[config.mk]
export PLATFORM = sky130hd
export DESIGN_NAME = ocws_pulse
export DESIGN_NICKNAME = d
export VERILOG_FILES = /design/src/ocws_pkg.sv /design/src/ocws_pulse.sv
export SDC_FILE = /design/constraint.sdc
export NUM_CORES = 2
export LEC_CHECK = 0
export BUFFER_PORTS_ARGS = -buffer_cell sky130_fd_sc_hd__buf_4
export CORE_ASPECT_RATIO = 1.4
export CORE_MARGIN = 8
export CORE_UTILIZATION = 56
export DETAILED_ROUTE_END_ITERATION = 8
export GPL_ROUTABILITY_DRIVEN = 0
export HOLD_SLACK_MARGIN = 0.15
export PLACE_DENSITY = 0.73
export RECOVER_POWER = 100
export SETUP_SLACK_MARGIN = 0.4
export SLEW_MARGIN = 0
export SYNTH_ARGS = -nofsm -noshare
export SYNTH_HDL_FRONTEND = slang
export SYNTH_SLANG_ARGS = --single-unit
[constraint.sdc]
create_clock -name clk -period 18.35 [get_ports clk]
set_clock_uncertainty 0.1 [all_clocks]
set_input_delay 2.7525 -clock clk [delete_from_list [all_inputs] [get_ports clk]]
set_output_delay 2.7525 -clock clk [all_outputs]
set_load 0.05 [all_outputs]
[src/ocws_pkg.sv]
// ocws_pkg: shared types, constants and the sine function for the wheel speed block
// no dependencies

package ocws_pkg;

	localparam logic [1:0] REG_BASE_MODE = 2'd0;
	localparam logic [1:0] REG_RADIUS    = 2'd1;
	localparam logic [1:0] REG_ARM       = 2'd2;
	localparam logic [1:0] REG_SCALE     = 2'd3;

	localparam logic [15:0] ANG30   = 16'd5461;
	localparam logic [15:0] ANG60   = 16'd10923;
	localparam logic [15:0] QUARTER = 16'd16384;

	typedef logic [15:0] sine_tab_t [0:64];

	localparam sine_tab_t QUARTER_SINE = '{
		16'd0, 16'd402, 16'd804, 16'd1205, 16'd1606, 16'd2006, 16'd2404, 16'd2801,
		16'd3196, 16'd3590, 16'd3981, 16'd4370, 16'd4756, 16'd5139, 16'd5520, 16'd5897,
		16'd6270, 16'd6639, 16'd7005, 16'd7366, 16'd7723, 16'd8076, 16'd8423, 16'd8765,
		16'd9102, 16'd9434, 16'd9760, 16'd10080, 16'd10394, 16'd10702, 16'd11003,
		16'd11297, 16'd11585, 16'd11866, 16'd12140, 16'd12406, 16'd12665, 16'd12916,
		16'd13160, 16'd13395, 16'd13623, 16'd13842, 16'd14053, 16'd14256, 16'd14449,
		16'd14635, 16'd14811, 16'd14978, 16'd15137, 16'd15286, 16'd15426, 16'd15557,
		16'd15679, 16'd15791, 16'd15893, 16'd15986, 16'd16069, 16'd16143, 16'd16207,
		16'd16261, 16'd16305, 16'd16340, 16'd16364, 16'd16379, 16'd16384
	};

	typedef struct packed {
		logic       mode;
		logic [11:0] radius;
		logic [15:0] arm;
		logic [31:0] scale;
	} cfg_t;

	// sine in q1.14, 16 bit signed result covers -16384..16384
	function automatic logic signed [15:0] sine_q14(input logic [15:0] a);
		logic [14:0] p;
		logic [6:0]  i;
		logic [7:0]  f;
		logic [15:0] t0;
		logic [15:0] t1;
		logic [23:0] prod;
		logic [15:0] val;
		p = a[14] ? (15'd16384 - {1'b0, a[13:0]}) : {1'b0, a[13:0]};
		i = p[14:8];
		f = p[7:0];
		if (i[6]) begin
			val = QUARTER;
		end else begin
			t0 = QUARTER_SINE[i[5:0]];
			t1 = QUARTER_SINE[i[5:0] + 6'd1 == 6'd0 ? 7'd64 : {1'b0, i[5:0] + 6'd1}];
			prod = (t1 - t0) * f + 24'd128;
			val = t0 + prod[23:8];
		end
		return a[15] ? -$signed(val) : $signed(val);
	endfunction

endpackage

[src/ocws_pulse.sv]
// ocws_pulse: scales one q18 velocity by the q16.16 pulse factor and saturates
// two register stages; depends on ocws_pkg

module ocws_pulse import ocws_pkg::*; #(
	parameter int SPEED_WIDTH = 25
) (
	input  logic                          clk,
	input  logic signed [39:0]            vel,
	input  logic [31:0]                   scale,
	output logic signed [SPEED_WIDTH-1:0] speed,
	output logic                          sat
);

	localparam logic [56:0] MAXPOS = 57'((64'd1 << (SPEED_WIDTH - 1)) - 64'd1);

	logic        neg_a;
	logic [39:0] mag;
	logic [55:0] phi_a;
	logic [55:0] plo_a;
	logic        neg_b;
	logic [56:0] m_b;
	logic [56:0] sum;
	logic [56:0] mclamp;
	logic [SPEED_WIDTH-1:0] fld;

	assign mag = vel[39] ? 40'(-vel) : 40'(vel);

	always_ff @(posedge clk) begin
		neg_a <= vel[39];
		phi_a <= mag * scale[31:16];
		plo_a <= mag * scale[15:0];
	end

	assign sum = {1'b0, phi_a} + {17'd0, plo_a[55:16]};

	always_ff @(posedge clk) begin
		neg_b <= neg_a;
		m_b   <= {18'd0, sum[56:18]};
	end

	always_comb begin
		sat = 1'b0;
		mclamp = m_b;
		if (!neg_b && m_b > MAXPOS) begin
			mclamp = MAXPOS;
			sat = 1'b1;
		end else if (neg_b && m_b > MAXPOS + 57'd1) begin
			mclamp = MAXPOS + 57'd1;
			sat = 1'b1;
		end
		fld = neg_b ? SPEED_WIDTH'(-mclamp) : mclamp[SPEED_WIDTH-1:0];
		speed = $signed(fld);
	end

endmodule

Word-level counts from Yosys, hierarchy flattened
Cells that the tools add are included.
W data, S select, Z words.
{"block": "word_totals", "inputBits": 73, "out_inout_bits": 26, "register_bits": 153, "word_cells": 21}
{"block": "op_classes", "n_addsub": 3, "n_mux": 6, "mul": 2, "n_lt_le_gt_ge": 2, "reduce_logical": 3}
{"cell": "$mul A40 B16 Y56", "n": 2}
{"cell": "$mux W25", "n": 3}
{"cell": "$add A56 B40 Y57", "n": 1}
{"cell": "$mux W40", "n": 1}
{"cell": "$neg A40 Y40", "n": 1}
{"cell": "$gt A39 B24 Y1 const B", "n": 1}
{"cell": "$gt A39 B25 Y1 const B", "n": 1}
{"cell": "$neg A25 Y25", "n": 1}
{"cell": "$logic_and A1 B1 Y1", "n": 2}
{"cell": "$mux W1", "n": 2}
{"cell": "$logic_not A1 Y1", "n": 1}

Depth between registers and ports, before layout
{"block": "logic_depth", "depth_word": 6, "ltp_mapped": 35, "ltp_nobuf": 31}

Worst setup path before layout
OpenSTA, ideal clock, no wires.
{"block": "synth_path", "path_kind": "input to register", "startpoint": "input vel[0]", "endpoint": "register phi_a[53]", "t_required_ns": 18.171, "setup_ns": 0.079, "setup_slack_ns": 6.943, "path_buffers": 2, "stages": 29, "arrival_time_ns": 11.228, "cell_sequence": "or3_1 or3_1 or4_1 buf_2 or4_4 or3_4 o21ai_1 xnor2_1 clkbuf_1 nand2_1 fa_1 fa_1 fa_1 inv_1 fa_1 fa_1 inv_1 fa_1 inv_1 ha_1 a21o_1 a21o_1 a21oi_1 o31ai_1 a31o_2 o211ai_1 o2bb2ai_1 or4b_2 o211ai_1"}
{"block": "synth_via", "elab_chain_len": 3}
{"element": "start: declaration", "line": "ocws_pulse.sv:8", "rtl": "input logic signed [39:0] vel,"}
{"element": "$neg A40 Y40", "line": "ocws_pulse.sv:26", "rtl": "assign mag = vel[39] ? 40'(-vel) : 40'(vel);"}
{"element": "$mux W40 *", "line": "ocws_pulse.sv:26"}
{"element": "$mul A40 B16 Y56 *", "line": "ocws_pulse.sv:30", "rtl": "phi_a <= mag * scale[31:16];"}
{"element": "end signal: assignment", "line": "ocws_pulse.sv:30"}
{"element": "end: declaration", "line": "ocws_pulse.sv:18", "rtl": "logic [55:0] phi_a;"}
Mark *: on every way between the ends. The rest lies on a longest branch, timed or not.

Worst setup path in the final report
{"block": "layout_path", "startpoint": "input vel[39]", "endpoint": "register phi_a[43]"}
The elaborated chain is that of the path after synthesis.

==> reports/metrics.csv <==
metric,value,unit
status,finished with violations,
violations,"max-capacitance violations, max-slew violations",
synth_edf_count,0,
cts_resized,0,
initialDrtViolationCount,2286,
yosysWarnings,0,
ys_ff_latch,137,
ctsHoldBuffers,0,
required,18.60,ns
synth_xor_area_share,3.033,%
crit_type,primary input to flip-flop,
wl_per_cell,20.35,µm
tritoncts,yes,
pin_count,99,
grt_pass1_wl,209600,µm
antenna_found_initial,4,
overflow,0,
grt-busiest-layer,met2,
drive_above_1_share,3.930,%
hold_path_class,flip-flop to flip-flop,
initial_core_util,56.38,%
die-area,0.09155,mm²
ff2ff_path_depth,10,
maxSlewHeadroom,-58.91,%
grt_max_degree,41,
num_vias,35890,
hold_violations,0,
yosys_most_used_dff,dfxtp_1,
cts_setup_buffers,0,
period_share,71.21,%
cp-start-kind,primary input,
fin_crit,13.07,ns
final_cell_mix,"inv_1 (1145), fa_1 (1059), nand2_1 (873)",
synth_top_family_by_area,adder cells,
crit_path_max_incr_delay,1.65,ns
dp_hpwl,96210,µm
wl,126900,µm
synth_compound_area_share,6.918,%
syn_inst,5286,
coreArea,0.08145,mm²
syn_area,0.04592,mm²
die_h,354.8,µm
port_buffers,98,
setup_viol,0,
viasPerCell,5.753,
ys_types,75,
cp_common_cell,fa_1,
fmaxAchievable,76.53,MHz
synth_simple_gate_area_share,17.92,%
regToRegSetupSlack,15.05,ns
drc_errors,0,
max-cap-violations,3,
die_w,258.0,µm
drv_slew,115,
grt_pass1_vias,39980,
cts-root-buf,clkbuf_16,
crit_fanout,40,
grtUsageMet2,50.99,%
crit_arrival,13.32,ns
htreeDepth,4,
async_reset_ff_share,0,%
syn_nets,6712,
rows,124,
met3_usage,4.890,%
clkSinkCount,137,
synth_mux_area_share,0.2016,%
nets,6578,
mostFrequentLayoutCell,inv_1,
seq_area_frac_synth,5.973,%
tightest_slew,2.384,ns
gr-usage-met1,30.24,%
synthAdderAreaFrac,54.18,%
ant_nets,0,
numCtsBuffers,17,
rsz0062_at_grt,false,
setup_tns,0,ns
cpMaxStageDelayCell,clkbuf_1,
dr.pass1.iters,8,
cts.clk_slew.worst_paths,0.07,ns
worstSetupEndpointType,flip-flop,
whs_path_depth,0,
clk_latency,0.45,ns
clockBufferDepth,2,
grt_usage,28.94,%
area_growth,4.447,%
synth.avg_cell_area,8.687,µm²
-- final cells by class --
type                            count  area (µm²)
Fill cell                        7151       33490
Clock buffer                       18       439.2
Tap cell                         1071        1340
Timing Repair Buffer              139       930.9
Multi-Input combinational cell   3712       38050
Antenna cell                        2       5.005
Inverter                         1145        4298
Sequential cell                   137        2743
Clock inverter                     14       156.4
-- kinds of logic after synthesis --
kind of cell,Yosys count
compound gates,492
xor+xnor,159
fa+ha+maj,1353
buf+inv,1437
flops,137
mux,9
simple gates,1699
-- cells in the mapped netlist (all sizes together) (35+ instances only) --
library cell  count  area share, %
clkbuf          284            2.3
fa             1059             46
xor2             41           0.78
inv            1145            9.4
nand2           873            7.1
and2            523            7.1
a21o             69            1.1
xnor2           118            2.3
a21oi           158            1.7
nand3            35           0.38
o21ai            88           0.96
ha              294            8.0
nor2            100           0.82
dfxtp           137            6.0
-- critical path: cells and delay by family --
family / cells / cell delay, ns
buffers and inverters: 7 / 3.58
xor gates and xnor gates: 1 / 0.26
adders and majority gates: 7 / 3.22
AOI/OAI and AO/OA: 7 / 2.65
and+or+nand+nor: 4 / 0.82
-- worst paths after layout --
check	from	to
setup reg to reg	phi_a[6]	m_b[20]
hold reg to reg	neg_a	neg_b
hold / removal	neg_a	neg_b
setup / recovery	vel[39]	phi_a[43]
-- registers in the layout (all words and copies together), names as in the netlist --
| signal | cells |
|---|---|
| plo_a | 40 |
| neg_b | 1 |
| phi_a | 56 |
| neg_a | 1 |
| m_b | 39 |
-- metal layers --
metal / share of wire (%) / wire length [µm]
met3: 6.8 / 8651
met5: 0.022 / 28
met1: 33 / 41340
met4: 10 / 12720
met2: 51 / 64190
-- stage by stage --
step	setup WS [ns]	std cells	utilization [%]	hold WS, ns	cell area [µm²]
2_1_floorplan	6.943	5286	-	0.2096	45920
3_3_place_gp	5.897	6204	58.28	0.2122	47470
3_5_place_dp	5.812	6204	58.28	0.2200	47470
4_1_cts	6.246	6236	59.02	0.2364	48070
5_1_grt	4.567	6236	58.88	0.2402	47960
6_report	5.283	6238	58.88	0.2341	47960
Power is left out: the tool's default activity adds up to more than one toggle a clock period on the data nets, which glitch-free logic cannot reach.
