--- src/ocws_pkg.sv ---
// ocws_pkg: shared types, constants and the sine function for the wheel speed block
// no dependencies

package ocws_pkg;

	localparam logic [1:0] REG_BASE_MODE = 2'd0;
	localparam logic [1:0] REG_RADIUS    = 2'd1;
	localparam logic [1:0] REG_ARM       = 2'd2;
	localparam logic [1:0] REG_SCALE     = 2'd3;

	localparam logic [15:0] ANG30   = 16'd5461;
	localparam logic [15:0] ANG60   = 16'd10923;
	localparam logic [15:0] QUARTER = 16'd16384;

	typedef logic [15:0] sine_tab_t [0:64];

	localparam sine_tab_t QUARTER_SINE = '{
		16'd0, 16'd402, 16'd804, 16'd1205, 16'd1606, 16'd2006, 16'd2404, 16'd2801,
		16'd3196, 16'd3590, 16'd3981, 16'd4370, 16'd4756, 16'd5139, 16'd5520, 16'd5897,
		16'd6270, 16'd6639, 16'd7005, 16'd7366, 16'd7723, 16'd8076, 16'd8423, 16'd8765,
		16'd9102, 16'd9434, 16'd9760, 16'd10080, 16'd10394, 16'd10702, 16'd11003,
		16'd11297, 16'd11585, 16'd11866, 16'd12140, 16'd12406, 16'd12665, 16'd12916,
		16'd13160, 16'd13395, 16'd13623, 16'd13842, 16'd14053, 16'd14256, 16'd14449,
		16'd14635, 16'd14811, 16'd14978, 16'd15137, 16'd15286, 16'd15426, 16'd15557,
		16'd15679, 16'd15791, 16'd15893, 16'd15986, 16'd16069, 16'd16143, 16'd16207,
		16'd16261, 16'd16305, 16'd16340, 16'd16364, 16'd16379, 16'd16384
	};

	typedef struct packed {
		logic       mode;
		logic [11:0] radius;
		logic [15:0] arm;
		logic [31:0] scale;
	} cfg_t;

	// sine in q1.14, 16 bit signed result covers -16384..16384
	function automatic logic signed [15:0] sine_q14(input logic [15:0] a);
		logic [14:0] p;
		logic [6:0]  i;
		logic [7:0]  f;
		logic [15:0] t0;
		logic [15:0] t1;
		logic [23:0] prod;
		logic [15:0] val;
		p = a[14] ? (15'd16384 - {1'b0, a[13:0]}) : {1'b0, a[13:0]};
		i = p[14:8];
		f = p[7:0];
		if (i[6]) begin
			val = QUARTER;
		end else begin
			t0 = QUARTER_SINE[i[5:0]];
			t1 = QUARTER_SINE[i[5:0] + 6'd1 == 6'd0 ? 7'd64 : {1'b0, i[5:0] + 6'd1}];
			prod = (t1 - t0) * f + 24'd128;
			val = t0 + prod[23:8];
		end
		return a[15] ? -$signed(val) : $signed(val);
	endfunction

endpackage

--- src/ocws_trig.sv ---
// ocws_trig: stage 1, registered sine and cosine lookups for the three angles
// depends on ocws_pkg

module ocws_trig import ocws_pkg::*; (
	input  logic                clk,
	input  logic                arst_n,
	input  logic                vld_in,
	input  logic [15:0]         heading,
	output logic                vld_s1,
	output logic signed [15:0]  cos0_s1,
	output logic signed [15:0]  sin0_s1,
	output logic signed [15:0]  cos30_s1,
	output logic signed [15:0]  sin30_s1,
	output logic signed [15:0]  cos60_s1,
	output logic signed [15:0]  sin60_s1
);

	logic [15:0] h30;
	logic [15:0] h60;
	assign h30 = heading + ANG30;
	assign h60 = heading + ANG60;

	always_ff @(posedge clk or negedge arst_n) begin
		if (!arst_n) begin
			vld_s1 <= 1'b0;
		end else begin
			vld_s1 <= vld_in;
		end
	end

	always_ff @(posedge clk) begin
		cos0_s1  <= sine_q14(heading + QUARTER);
		sin0_s1  <= sine_q14(heading);
		cos30_s1 <= sine_q14(h30 + QUARTER);
		sin30_s1 <= sine_q14(h30);
		cos60_s1 <= sine_q14(h60 + QUARTER);
		sin60_s1 <= sine_q14(h60);
	end

endmodule

--- config.mk ---
export PLATFORM = sky130hd
export DESIGN_NAME = ocws_trig
export DESIGN_NICKNAME = d
export VERILOG_FILES = /design/src/ocws_pkg.sv /design/src/ocws_trig.sv
export SDC_FILE = /design/constraint.sdc
export NUM_CORES = 2
export LEC_CHECK = 0
export ABC_CLOCK_PERIOD_IN_PS = 800
export BUFFER_PORTS_ARGS = -buffer_cell sky130_fd_sc_hd__buf_2
export CAP_MARGIN = 30
export CORE_MARGIN = 3
export CORE_UTILIZATION = 55
export CTS_BUF_LIST = sky130_fd_sc_hd__clkbuf_8
export DETAILED_ROUTE_END_ITERATION = 10
export PLACE_DENSITY = 0.7
export REMOVE_ABC_BUFFERS = 1
export SKIP_CTS_REPAIR_TIMING = 1
export SYNTH_ARGS = -nofsm -noshare
export SYNTH_HDL_FRONTEND = slang
export SYNTH_SLANG_ARGS = --single-unit
--- constraint.sdc ---
create_clock -name clk -period 0.8 [get_ports clk]
set_input_delay 0.04 -clock clk [delete_from_list [all_inputs] [get_ports clk]]
set_output_delay 0.04 -clock clk [all_outputs]
set_load 0.01 [all_outputs]
# Yosys cells after proc, flatten, opt, wreduce, memory -nomap -nowiden
# Memories as Yosys holds them, arrays and structs flattened.
# Index checks and enable logic that the tools add are counted.
[word_totals] ff_bits=97 mem_bits_ro=24576 input_bits=19 output_inout_bits=97 wordCells=144 memories=12
[memory_table] name="(no name shown)" words=128 width=16 rd=1 rd_clocked_by_memory_dff=0 wr=0 line="ocws_pkg.sv:52" source="t1 = QUARTER_SINE[i[5:0] + 6'd1 == 6'd0 ? 7'd64 : {1'b0, i[5:0] + 6'd1}];"
[memory_table] name="(no name shown)" words=128 width=16 rd=1 rd_clocked_by_memory_dff=0 wr=0 line="ocws_pkg.sv:51" source="t0 = QUARTER_SINE[i[5:0]];"
[memory_table] name="(no name shown)" words=128 width=16 rd=1 rd_clocked_by_memory_dff=0 wr=0 line="ocws_pkg.sv:52"
[memory_table] name="(no name shown)" words=128 width=16 rd=1 rd_clocked_by_memory_dff=0 wr=0 line="ocws_pkg.sv:51"
[memory_table] name="(no name shown)" words=128 width=16 rd=1 rd_clocked_by_memory_dff=0 wr=0 line="ocws_pkg.sv:52"
[memory_table] name="(no name shown)" words=128 width=16 rd=1 rd_clocked_by_memory_dff=0 wr=0 line="ocws_pkg.sv:51"
[memory_table] name="+6 memories"
[op_classes] n_addsub=41 n_mul=6 n_lt_le_gt_ge=12 muxes=48 bitwise=12 reduce_logical=6
[ops] cell="16-bit 2-to-1 mux" count=36
[ops] cell="24-bit by 8-bit adder with 24-bit output, second input constant" count=6
[ops] cell="17-bit by 9-bit multiplier with 24-bit output" count=6
[ops] cell="16-bit by 16-bit subtractor with 17-bit output" count=6
[ops] cell="16-bit adder" count=6
[ops] cell="16-bit negator" count=6
[ops] cell="15-bit 2-to-1 mux" count=6
[ops] cell="15-bit by 14-bit subtractor with 15-bit output, first input constant" count=6
[ops] cell="16-bit by 15-bit adder with 16-bit output, second input constant" count=3
[ops] cell="7-bit by 8-bit greater-or-equal comparator with 1-bit output, second input constant" count=6
[ops] cell="8-bit greater-or-equal comparator, second input constant" count=6
[ops] cell="7-bit NOT with 8-bit output" count=6
[ops] cell="7-bit 2-to-1 mux" count=6
[ops] cell="6-bit NOT with 7-bit output" count=6
[ops] cell="6-bit by 1-bit adder with 6-bit output, second input constant" count=6
[ops] cell="6-bit zero test" count=6
[ops] cell="16-bit by 13-bit adder with 16-bit output, second input constant" count=1
[ops] cell="16-bit by 14-bit adder with 16-bit output, second input constant" count=1

# Longest topological paths before layout
[depth] depth_word=18 ltp_mapped=71 ltp_nobuf=63

# Worst setup path before layout
# No wires, ideal clock.
[synth_path] path_kind="in2reg" start="in heading[0]" end="reg cos60_s1[12]" setup_time_ns=0.135 arrival_ns=13.871 t_required_ns=0.665 setup_slack_ns=-13.206 path_stages=67 n_path_buf=9 path_cell_list="buf_2 > inv_1 > clkbuf_1 > buf_1 > ha_1 > nand2b_1 > buf_2 > a211o_1 > and3_1 > or3_1 > buf_2 > o31ai_1 > xnor2_1 > clkbuf_1 > clkbuf_1 > ha_1 > inv_1 > o211ai_1 > [31 not listed] > mux2_2 > a21oi_1 > nand2b_1 > o21ai_0 > a21oi_1 > o21a_1 > nor2_1 > xnor2_1 > ha_1 > and3_1 > a31oi_1 > nor2b_1 > xnor2_1 > or4_1 > a21oi_1 > nor2_1 > a21oi_1 > o32ai_1"
[synth_between] elab_chain_len=18 word_cells_on_any_way=22 cone_classes="add/sub (8); mul (1); mux (8); bitwise (2); reduce/logical (1); memory (2)"
[synth_rtl] item="start: declaration" line="ocws_trig.sv:8" source="input logic [15:0] heading,"
[synth_rtl] item="16-bit by 14-bit adder with 16-bit output *" line="ocws_trig.sv:21" source="assign h60 = heading + ANG60;"
[synth_rtl] item="16-bit by 15-bit adder with 16-bit output *" line="ocws_trig.sv:36" source="cos60_s1 <= sine_q14(h60 + QUARTER);"
[synth_rtl] item="15-bit by 14-bit subtractor with 15-bit output" line="ocws_pkg.sv:45" source="p = a[14] ? (15'd16384 - {1'b0, a[13:0]}) : {1'b0, a[13:0]};"
[synth_rtl] item="15-bit 2-to-1 mux" line="ocws_pkg.sv:45"
[synth_rtl] item="6-bit by 1-bit adder with 6-bit output" line="ocws_pkg.sv:52"
[synth_rtl] item="6-bit zero test" line="ocws_pkg.sv:52"
[synth_rtl] item="7-bit 2-to-1 mux" line="ocws_pkg.sv:52"
[synth_rtl] item="7-bit NOT with 8-bit output" line="ocws_pkg.sv:52"
[synth_rtl] item="memory 128 x 16 bit"
[synth_rtl] item="16-bit 2-to-1 mux (2 in a row)" line="ocws_pkg.sv:52"
[synth_rtl] item="16-bit by 16-bit subtractor with 17-bit output" line="ocws_pkg.sv:53" source="prod = (t1 - t0) * f + 24'd128;"
[synth_rtl] item="17-bit by 9-bit multiplier with 24-bit output" line="ocws_pkg.sv:53"
[synth_rtl] item="24-bit by 8-bit adder with 24-bit output" line="ocws_pkg.sv:53"
[synth_rtl] item="16-bit adder" line="ocws_pkg.sv:54" source="val = t0 + prod[23:8];"
[synth_rtl] item="16-bit 2-to-1 mux" line="ocws_pkg.sv:48" source="if (i[6]) begin"
[synth_rtl] item="16-bit negator" line="ocws_pkg.sv:56" source="return a[15] ? -$signed(val) : $signed(val);"
[synth_rtl] item="16-bit 2-to-1 mux *" line="ocws_pkg.sv:56"
[synth_rtl] item="end signal: assignment" line="ocws_trig.sv:36"
[synth_rtl] item="end: declaration" line="ocws_trig.sv:14" source="output logic signed [15:0] cos60_s1,"
# Mark *: on every way between the ends. The rest lies on a longest branch, timed or not. The select of a mux whose other input is x is not followed.

# Final worst setup path
[layout_path] start="in heading[0]" end="reg sin30_s1[14]"
[layout_between] elab_chain_len=17 word_cells_on_any_way=21 cone_classes="add/sub (7); mul (1); mux (8); bitwise (2); reduce/logical (1); memory (2)"
[layout_rtl] item="16-bit by 13-bit adder with 16-bit output *" line="ocws_trig.sv:20" source="assign h30 = heading + ANG30;"
[layout_rtl] item="15-bit by 14-bit subtractor with 15-bit output" line="ocws_pkg.sv:45"
[layout_rtl] item="15-bit 2-to-1 mux" line="ocws_pkg.sv:45"
[layout_rtl] item="6-bit by 1-bit adder with 6-bit output" line="ocws_pkg.sv:52"
[layout_rtl] item="6-bit zero test" line="ocws_pkg.sv:52"
[layout_rtl] item="7-bit 2-to-1 mux" line="ocws_pkg.sv:52"
[layout_rtl] item="7-bit NOT with 8-bit output" line="ocws_pkg.sv:52"
[layout_rtl] item="memory 128 x 16 bit"
[layout_rtl] item="16-bit 2-to-1 mux (2 in a row)" line="ocws_pkg.sv:52"
[layout_rtl] item="16-bit by 16-bit subtractor with 17-bit output" line="ocws_pkg.sv:53"
[layout_rtl] item="17-bit by 9-bit multiplier with 24-bit output" line="ocws_pkg.sv:53"
[layout_rtl] item="24-bit by 8-bit adder with 24-bit output" line="ocws_pkg.sv:53"
[layout_rtl] item="16-bit adder" line="ocws_pkg.sv:54"
[layout_rtl] item="16-bit 2-to-1 mux" line="ocws_pkg.sv:48"
[layout_rtl] item="16-bit negator" line="ocws_pkg.sv:56"
[layout_rtl] item="16-bit 2-to-1 mux *" line="ocws_pkg.sv:56"
[layout_rtl] item="end signal: assignment" line="ocws_trig.sv:35" source="sin30_s1 <= sine_q14(h30);"
[layout_rtl] item="end: declaration" line="ocws_trig.sv:13" source="output logic signed [15:0] sin30_s1,"
# Marked as above.

==> flow_metrics.py <==
metrics = {
    "status": {
        "status": "finished, violations left",
        "violations": "setup timing",
    },
    "clocking": {
        "htree_num_levels": 3,
        "cts.sinks": 97,
        "cts-root-buf": "clkbuf_8",
        "cts_max_path_buffers": 2,
        "cts_tree": "built",
        "clkTransAtPathRegs_ns": 0.14,
        "numCtsBuffers": 9,
    },
    "synth": {
        "yosysSeqAreaShare_pct": 3.420,
        "ys.flop_type": "dfxtp_1",
        "syn_area_um2": 56920,
        "yosysUniqueCellTypes": 107,
        "ys_warn_count": 0,
        "synthCells": 7793,
        "synth_edf_count": 0,
        "async_flop_share_pct": 1.031,
        "synth_seq_cells": 97,
        "avgSynthCellArea_um2": 7.304,
    },
    "floorplan": {
        "fp.dieArea_um2": 107400,
        "die_x_um": 327.7,
        "start_util_pct": 55.71,
        "fp-row-count": 117,
        "ios": 116,
        "fp.dieH_um": 327.7,
        "core_area_um2": 102200,
    },
    "min_path": {
        "holdPathEnd": "sin0_s1[10]",
        "min_from": "heading[15]",
        "hp-class": "input pin to flip-flop",
        "holdPathStages": 5,
    },
    "setup_path": {
        "cp_slowest_stage_delay_ns": 0.63,
        "crit_fanout": 5,
        "slowest_stage": "fa_1",
        "critPathArrivalTime_ns": 12.81,
        "crit_path_start_kind": "input pin",
        "cpMostUsedCell": "buf_4",
        "worstSetupPathType": "input pin to flip-flop",
        "cp.required_ns": 1.19,
        "critPathCaptureType": "flip-flop",
    },
    "run": {
        "maxCapViolations": 0,
    },
    "sta": {
        "fin_crit_sh_pct": 1552,
        "slew_viol_final": 0,
        "hold_ws_ns": 0.1621,
        "worst_slack_ns": -11.62,
        "rsz0062_at_grt": "true",
        "finalHoldViolations": 0,
        "worst_slew_pin_slew_ns": 0.8600,
        "max_freq_mhz": 80.53,
        "period_minus_slack_ns": 12.42,
        "finalSetupViolations": 193,
        "relSlewSlack_pct": 41.92,
    },
    "global_route": {
        "grt_first_pass_wirelength_um": 337000,
        "grt_max_degree": 43,
        "grt_util_all_layers_pct": 38.34,
        "antenna_found_initial": 6,
        "grt_overflow": 0,
        "grt_pass1_vias": 65450,
    },
    "finish": {
        "drive_gt1_share_pct": 34.31,
        "final_area_um2": 81700,
        "fin_nets": 11260,
        "syn2layout_area_growth_pct": 43.53,
    },
    "place": {
        "place_area_um2": 75600,
        "portBuffers": 115,
        "gp_congestion": 1.023,
        "place_hpwl_um": 175800,
    },
    "routing": {
        "ant_nets": 0,
        "wirelength_um": 234400,
        "wl_per_cell_um": 20.65,
        "dr.first_iter.drc_count": 7176,
        "vias_per_cell": 6.065,
        "first_pass_iters": 9,
        "vias": 68830,
        "drc": 0,
    },
}
worst max-delay path: cells and delay by family:
kind                       cells  cell delay, ns
and+or+nand+nor               13            2.59
AOI/OAI and AO/OA             19            4.04
xor gates and xnor gates       4            0.65
buffers and inverters         15            2.38
adders and majority gates      9            3.09
Yosys cell counts (26+ instances only):
library cell,count,area share (%)
nand2b_1,124,1.4
inv_1,795,5.2
nor4_1,40,0.44
nand2_1,838,5.5
nor3_1,165,1.5
o31ai_1,36,0.47
o21ai_0,487,4.3
a22oi_1,26,0.34
nor2_1,1007,6.6
a21boi_0,33,0.44
nor2b_1,64,0.70
buf_1,41,0.27
o311ai_0,26,0.40
nand3_1,131,1.2
a221oi_1,40,0.62
and3_1,32,0.35
a211oi_1,125,1.6
dfxtp_1,96,3.4
or2_2,75,0.82
ha_1,640,14
a311oi_1,31,0.48
a21oi_1,521,4.6
a31oi_1,72,0.79
o211ai_1,106,1.4
xor2_1,159,2.4
o21a_1,44,0.58
xnor2_1,360,5.5
or3_1,44,0.48
a21o_1,67,0.88
o22ai_1,51,0.56
and2_1,34,0.37
mux2i_1,33,0.58
clkbuf_1,363,2.4
fa_1,630,22
buf_2,33,0.29
o221ai_1,36,0.55
metal layers:
metal / share of wire [%] / GRT usage (%)
met5: 0.0081 / 0
met4: 6.5 / 16.76
met3: 9.5 / 5.799
met2: 47 / 64.76
met1: 37 / 48.61
stage by stage:
stage | setup TNS, ns | worst slack [ns] | utilization (%) | cells
floorplan | -1279.29 | -15.16 | - | 7352
global placement | -1070.49 | -12.46 | 73.98 | 11160
detailed placement | -1095.18 | -12.74 | 73.99 | 11160
CTS | -1070.68 | -12.26 | 74.18 | 11180
global route | -1056.65 | -12.03 | 79.95 | 11350
finish | -1011.82 | -11.62 | 79.96 | 11350
final cells by class:
type,count,area [um^2]
well taps,1368,1712
diodes,5,12.51
inverters,812,3078
multi-input cells,6443,54540
repair buffers,2608,20220
fillers,6830,20480
clock inverters,6,57.56
clock buffers,10,137.6
flip-flops and latches,97,1947
registers in the layout, summed over array words and instances, names as in the netlist:
name,cells
sin30_s1,16
sin0_s1,16
cos0_s1,16
cos60_s1,16
sin60_s1,16
cos30_s1,16
vld_s1,1
logic make-up after synthesis:
group / synth area share (%)
adder cells (fa/ha/maj): 36.24
XOR/XNOR: 8.436
multiplexers: 1.075
AO/OA/AOI/OAI: 21.45
flip-flops: 3.420
AND/OR/NAND/NOR: 21.00
buffers and inverters: 8.368
worst max-delay path by stage:
| stage | startpoint | end | depth (start not counted) |
|---|---|---|---|
| 2_1_floorplan | heading[0] | sin0_s1[15] | 57 |
| 3_3_place_gp | heading[0] | cos30_s1[15] | 65 |
| 3_5_place_dp | heading[0] | cos30_s1[15] | 65 |
| 6_report | heading[0] | sin30_s1[14] | 60 |
| 5_1_grt | heading[0] | cos60_s1[15] | 69 |
| 4_1_cts | heading[0] | cos30_s1[15] | 65 |
layout by cell type (no fill, tap or decap), drive strengths merged, types with 16 or more instances in the layout:
| cell type | synthesis | routed |
|---|---|---|
| o211ai | 107 | 107 |
| a221oi | 40 | 40 |
| nand3 | 131 | 131 |
| ha | 640 | 640 |
| nor2 | 1007 | 1007 |
| a311oi | 31 | 31 |
| or3 | 45 | 45 |
| nand2 | 839 | 839 |
| fa | 630 | 630 |
| a211oi | 127 | 127 |
| o21a | 44 | 44 |
| a31o | 16 | 16 |
| mux2i | 33 | 33 |
| a21oi | 522 | 522 |
| a31oi | 72 | 72 |
| a2111oi | 26 | 26 |
| and3 | 32 | 32 |
| dfxtp | 96 | 96 |
| nor4 | 43 | 43 |
| xor2 | 163 | 163 |
| or2 | 82 | 82 |
| and2 | 35 | 35 |
| a211o | 17 | 17 |
| or4 | 16 | 16 |
| xnor2 | 369 | 369 |
| o22ai | 52 | 52 |
| o311ai | 27 | 27 |
| nand2b | 124 | 124 |
| nand4 | 25 | 25 |
| a22oi | 26 | 26 |
| o21ai | 503 | 503 |
| nand3b | 23 | 23 |
| o31ai | 42 | 42 |
| nor2b | 64 | 64 |
| nor3 | 169 | 169 |
| a21boi | 35 | 35 |
| buf | 78 | 2601 |
| inv | 806 | 808 |
| o221ai | 37 | 37 |
| a21o | 67 | 67 |
Power is not shown: default switching activity piles up to over one toggle a cycle in this logic, so the estimate is an artifact.
